<file path="src/hw/rtl/assert_macros.svh">
// Assertion macros shared by the RTL files.
`ifndef ASSERT_MACROS_SVH
`define ASSERT_MACROS_SVH
// Checks an implication on every clock edge outside reset.
`define ASSERT_IMPL(label, clk, rstn, ante, cons) \
    label: assert property (@(posedge clk) disable iff (!rstn) (ante) |-> (cons)) \
        else $error("assertion failed");
// Checks a next-cycle implication on every clock edge outside reset.
`define ASSERT_NEXT(label, clk, rstn, ante, cons) \
    label: assert property (@(posedge clk) disable iff (!rstn) (ante) |=> (cons)) \
        else $error("assertion failed");
`endif

</file>
<file path="src/hw/rtl/veas_pkg.sv">
// Package with constants, types and tables of the edge alignment selector.
`timescale 1ns / 1ps
package veas_pkg;
    localparam int ANGLE_BITS_DEF = 16;
    localparam int CORDIC_STEPS_DEF = 16;
    localparam int TABLE_LEN = 24;
    localparam logic signed [31:0] CORDIC_GAIN_Q30 = 32'sd652032874;

    localparam logic [1:0] KIND_WEAK = 2'd0;
    localparam logic [1:0] KIND_FRONT = 2'd1;
    localparam logic [1:0] KIND_REAR = 2'd2;

    localparam logic REG_RATIO = 1'b0;
    localparam logic REG_ABS = 1'b1;

    function automatic logic signed [33:0] atan_turn32(input int i);
        logic signed [33:0] r;
        r = '0;
        case (i)
            0: r = 34'sd536870912;
            1: r = 34'sd316933406;
            2: r = 34'sd167458907;
            3: r = 34'sd85004756;
            4: r = 34'sd42667331;
            5: r = 34'sd21354465;
            6: r = 34'sd10679838;
            7: r = 34'sd5340245;
            8: r = 34'sd2670163;
            9: r = 34'sd1335087;
            10: r = 34'sd667544;
            11: r = 34'sd333772;
            12: r = 34'sd166886;
            13: r = 34'sd83443;
            14: r = 34'sd41722;
            15: r = 34'sd20861;
            16: r = 34'sd10430;
            17: r = 34'sd5215;
            18: r = 34'sd2608;
            19: r = 34'sd1304;
            20: r = 34'sd652;
            21: r = 34'sd326;
            22: r = 34'sd163;
            23: r = 34'sd81;
            default: r = '0;
        endcase
        return r;
    endfunction
endpackage

</file>
<file path="src/hw/rtl/veas_cordic.sv">
// Pipelined CORDIC stage chain producing Q30 cosine and sine of one angle.
`timescale 1ns / 1ps
module veas_cordic #(
    parameter int ANGLE_BITS = veas_pkg::ANGLE_BITS_DEF,
    parameter int CORDIC_STEPS = veas_pkg::CORDIC_STEPS_DEF
) (
    input  logic                  aclk,
    input  logic                  en,
    input  logic [ANGLE_BITS-1:0] angle,
    output logic signed [33:0]    cos_q30,
    output logic signed [33:0]    sin_q30
);
    localparam int STEPS = (CORDIC_STEPS > veas_pkg::TABLE_LEN) ?
        veas_pkg::TABLE_LEN : CORDIC_STEPS;

    logic signed [33:0] x_reg [STEPS+1];
    logic signed [33:0] y_reg [STEPS+1];
    logic signed [33:0] z_reg [STEPS+1];
    logic               neg_reg [STEPS+1];

    logic [31:0] a32;
    logic [31:0] a_rot;
    logic        quad_neg;

    always_comb begin
        a32 = {angle, {(32-ANGLE_BITS){1'b0}}};
        quad_neg = (a32[31:30] == 2'd1) || (a32[31:30] == 2'd2);
        a_rot = quad_neg ? (a32 + 32'h8000_0000) : a32;
    end

    always_ff @(posedge aclk) begin
        if (en) begin
            x_reg[0] <= 34'(veas_pkg::CORDIC_GAIN_Q30);
            y_reg[0] <= '0;
            z_reg[0] <= {{2{a_rot[31]}}, a_rot};
            neg_reg[0] <= quad_neg;
        end
    end

    for (genvar i = 0; i < STEPS; i++) begin : g_step
        logic signed [33:0] dx;
        logic signed [33:0] dy;
        assign dx = y_reg[i] >>> i;
        assign dy = x_reg[i] >>> i;
        always_ff @(posedge aclk) begin
            if (en) begin
                neg_reg[i+1] <= neg_reg[i];
                if (!z_reg[i][33]) begin
                    x_reg[i+1] <= x_reg[i] - dx;
                    y_reg[i+1] <= y_reg[i] + dy;
                    z_reg[i+1] <= z_reg[i] - veas_pkg::atan_turn32(i);
                end else begin
                    x_reg[i+1] <= x_reg[i] + dx;
                    y_reg[i+1] <= y_reg[i] - dy;
                    z_reg[i+1] <= z_reg[i] + veas_pkg::atan_turn32(i);
                end
            end
        end
    end

    assign cos_q30 = neg_reg[STEPS] ? -x_reg[STEPS] : x_reg[STEPS];
    assign sin_q30 = neg_reg[STEPS] ? -y_reg[STEPS] : y_reg[STEPS];
endmodule

</file>
<file path="config.mk">
export PLATFORM = sky130hd
export DESIGN_NAME = veas_cordic
export DESIGN_NICKNAME = d
export VERILOG_FILES = /design/src/hw/rtl/assert_macros.svh /design/src/hw/rtl/veas_pkg.sv /design/src/hw/rtl/veas_cordic.sv
export SDC_FILE = /design/constraint.sdc
export NUM_CORES = 2
export LEC_CHECK = 0
export BUFFER_PORTS_ARGS = -buffer_cell sky130_fd_sc_hd__buf_2
export CORE_ASPECT_RATIO = 1.1
export CORE_MARGIN = 2
export CORE_UTILIZATION = 50
export CTS_CLUSTER_DIAMETER = 150
export DETAILED_ROUTE_END_ITERATION = 16
export GPL_TIMING_DRIVEN = 0
export MAX_ROUTING_LAYER = met4
export PLACE_DENSITY = 0.65
export SYNTH_ARGS = -nofsm -noshare
export SYNTH_HDL_FRONTEND = slang
export SYNTH_SLANG_ARGS = --single-unit
</file>
<file path="constraint.sdc">
create_clock -name aclk -period 12.2 [get_ports aclk]
set_clock_uncertainty 0.15 [all_clocks]
set_input_delay 1.22 -clock aclk [delete_from_list [all_inputs] [get_ports aclk]]
set_output_delay 1.22 -clock aclk [all_outputs]
set_load 0.01 [all_outputs]
</file>
==> flow_summary.ini <==
[clock_tree]
htree_levels = 4
worst_setup_hold_path_clk_slew_ns = 0.06
cts.sinks = 1462
inserted_clock_buffers = 179
post_cts.repair.setup_buffers = 0
cts_hold_buffers = 0
post_cts_resized = 0
clock-root-buffer = sky130_fd_sc_hd__clkbuf_16
cts_tree = done
cts_max_path_buffers = 4
worst_skew_pair.late_latency_ns = 0.87

[critical_path]
cp_cell_sequence = buf_2, clkbuf_1, clkbuf_1, nand2_1, inv_1, clkbuf_1, buf_2, nor2_1, xor2_1, ha_1, a21o_1, a21oi_1, o21bai_1, a21oi_1, o211ai_1, a31o_2, a41oi_1, o211ai_1, o211ai_1, o21bai_1, a21oi_1, xnor2_1
timing.critical_path.arrival_ns = 9.74
critPathSlowestCell = sky130_fd_sc_hd__clkbuf_1
setup.worst_path.class = in2reg
worst-path-max-fanout = 37
worstSetupEndpointType = register
slowest_delay_ns = 0.98
critPathRequiredTime_ns = 12.63
crit_path_start_kind = primary input

[place]
dpl.hpwl_mm = 280
io_buffer_count = 85
routabilityCongestion = 0.963

[timing]
final_clock_period_utilization_by_the_worst_path = 0.763
worst_slew_pin_slew_ns = 1.46
worst_slew_margin = 0.0208
grt_setup_unrepaired = false
fmaxAchievable_ghz = 0.107
drv_slew = 0
layout_min_cycle_time_ns = 9.30
setup_viol = 0
final_hold_viol_count = 0
timing.setup.tns_ns = 0

[yosys]
synthesis.instances = 12499
synth_most_common_cell = sky130_fd_sc_hd__edfxtp_1
asyncSetResetFlopFracSynth = 0
synth-seq-cells = 1462
yosysWarningCount = 0
postSynth.topFlopCell = sky130_fd_sc_hd__edfxtp_1
synth_largest_type_area_fraction = 0.361
synth_area_sq_mm = 0.122
synth-seq-area-share = 0.361
synth-edff-count = 1462
count_of_distinct_cell_types_in_the_synthesized_netlist = 93
synthesized_net_count = 13940
post_synth.cell_area_avg_sq_um = 9.74
cell_types_occupying_the_most_area_after_synthesis = sky130_fd_sc_hd__edfxtp_1 (36%), sky130_fd_sc_hd__ha_1 (14%), sky130_fd_sc_hd__xnor2_1 (9.1%)
netlist_top_cells_count = sky130_fd_sc_hd__edfxtp_1 (1462), sky130_fd_sc_hd__ha_1 (1379), sky130_fd_sc_hd__a21oi_1 (1302), sky130_fd_sc_hd__xnor2_1 (1269), sky130_fd_sc_hd__nor2_1 (892)
post-synth-top-area-cell = sky130_fd_sc_hd__edfxtp_1

[detailed_routing]
drcViolationCount = 0
route.vias.total = 95647
route.antenna.remaining_nets = 0
drt-pass1-iter-count = 6
wl_per_cell_um = 21.5
total_routed_length_mm = 348
detail_route.vias_per_cell = 5.91
detailedRoute.firstIterationViolations = 6578

[floorplan]
area_of_the_die_sq_mm = 0.247
chipHeight_um = 522
design.portCount = 86
std_cell_rows = 190
starting_density_of_the_core = 0.501
core_area_sq_mm = 0.243
floorplan_die_width_um = 474

[cells_and_area]
total_of_fill_cells_in_the_finished_design = 21853
largest_reg_flops = 511
area.growth.synth_to_final_pct = 8.78
post_route_cells_drive_above_1_share = 0.0411
finish.net_count = 14225

[global_routing]
antenna_violations_before_repair = 8
gr_overflow_total = 0
grt_pass1_vias = 93448
grt_max_degree = 71
grt_first_pass_wirelength_mm = 539
gr_usage_total = 0.284

[outcome]
outcome = finished, final reports clean

[run]
max-cap-violations = 0

[worst_hold_path]
timing.hold.worst.class = reg2reg
[cell usage in the layout, fill, tap and decap left out, types with 37 or more instances in the layout]
master and n:
sky130_fd_sc_hd__a211oi_1 95, sky130_fd_sc_hd__a21o_1 681, sky130_fd_sc_hd__a21oi_1 1302, sky130_fd_sc_hd__a31oi_1 108, sky130_fd_sc_hd__and2_1 49, sky130_fd_sc_hd__and3_1 86
sky130_fd_sc_hd__buf_2 94, sky130_fd_sc_hd__clkbuf_1 167, sky130_fd_sc_hd__clkbuf_16 182, sky130_fd_sc_hd__edfxtp_1 1462, sky130_fd_sc_hd__fa_1 44, sky130_fd_sc_hd__ha_1 1379
sky130_fd_sc_hd__inv_1 511, sky130_fd_sc_hd__mux2_2 44, sky130_fd_sc_hd__mux2i_1 58, sky130_fd_sc_hd__nand2_1 650, sky130_fd_sc_hd__nand2b_1 222, sky130_fd_sc_hd__nand3_1 194
sky130_fd_sc_hd__nand4_1 102, sky130_fd_sc_hd__nor2_1 892, sky130_fd_sc_hd__nor2b_1 187, sky130_fd_sc_hd__nor3_1 235, sky130_fd_sc_hd__nor3b_1 37, sky130_fd_sc_hd__nor4_1 82
sky130_fd_sc_hd__o211ai_1 47, sky130_fd_sc_hd__o21a_1 179, sky130_fd_sc_hd__o21ai_0 516, sky130_fd_sc_hd__o21ai_1 192, sky130_fd_sc_hd__o21bai_1 186, sky130_fd_sc_hd__o31ai_1 156
sky130_fd_sc_hd__o41ai_1 60, sky130_fd_sc_hd__or2_2 38, sky130_fd_sc_hd__or3_1 98, sky130_fd_sc_hd__or4_1 47, sky130_fd_sc_hd__xnor2_1 1269, sky130_fd_sc_hd__xor2_1 646
[worst paths after layout]
check / startpoint / end / slack (ns) / depth (start not counted)
min reg2reg: z_reg[0][19] / z_reg[1][19] / 0.27 / 0
max: en / x_reg[7][30] / 2.90 / 22
max reg2reg: z_reg[7][33] / x_reg[8][31] / 5.67 / 16
min: z_reg[0][19] / z_reg[1][19] / 0.27 / 0
[metrics by stage]
| step | cell area [sq um] | setup slack, ns | utilization | cells | hold slack [ns] |
|---|---|---|---|---|---|
| 2_1_floorplan | 122000 | 6.25 | - | 12499 | 0.250 |
| 3_3_place_gp | 126000 | 1.37 | 0.520 | 15848 | 0.250 |
| 3_5_place_dp | 127000 | 1.95 | 0.522 | 15867 | 0.255 |
| 4_1_cts | 132000 | 2.83 | 0.545 | 16182 | 0.268 |
| 5_1_grt | 132000 | 2.38 | 0.545 | 16184 | 0.276 |
| 6_report | 132000 | 2.90 | 0.545 | 16185 | 0.267 |
[logic make-up (layout without fill, tap and decap cells)]
logic type      Yosys count  in the layout  synth area share
xor+xnor               1915           1915             0.138
flops                  1462           1462             0.361
other cells               0              3                 0
simple gates           3005           3005             0.121
compound gates         3876           3876             0.201
fa+ha+maj              1423           1423             0.149
buf+inv                 716           1135            0.0222
mux                     102            102           0.00884
[worst max-delay path: cells and delay by family]
kind	cells	cell delay, ns
xor+xnor	2	0.27
compound gates	11	2.73
simple gates	2	0.86
buf+inv	6	4.26
fa+ha+maj	1	0.32
[per-layer routing]
layer | up-vias | GRT usage | routed length (um)
li1 | 47052 | - | -
met1 | 45518 | 0.350 | 150000
met3 | 693 | 0.0349 | 16800
met5 | - | - | 0
met2 | 2384 | 0.469 | 164000
met4 | 0 | 0.123 | 16900
[layout make-up]
class                           instances  area, sq um  share of cell area
Tap cell                             3264         4080              0.0308
Antenna cell                            3         7.51           0.0000567
Timing Repair Buffer                  104          933             0.00705
Inverter                              519         1950              0.0147
Clock buffer                          210         4660              0.0352
Clock inverter                        105          917             0.00692
Multi-Input combinational cell      10321        75200               0.567
Buffer                                197          833             0.00629
Sequential cell                      1462        43900               0.331
Power is not shown: default switching activity piles up to over one toggle a cycle in this logic, so the estimate is an artifact.
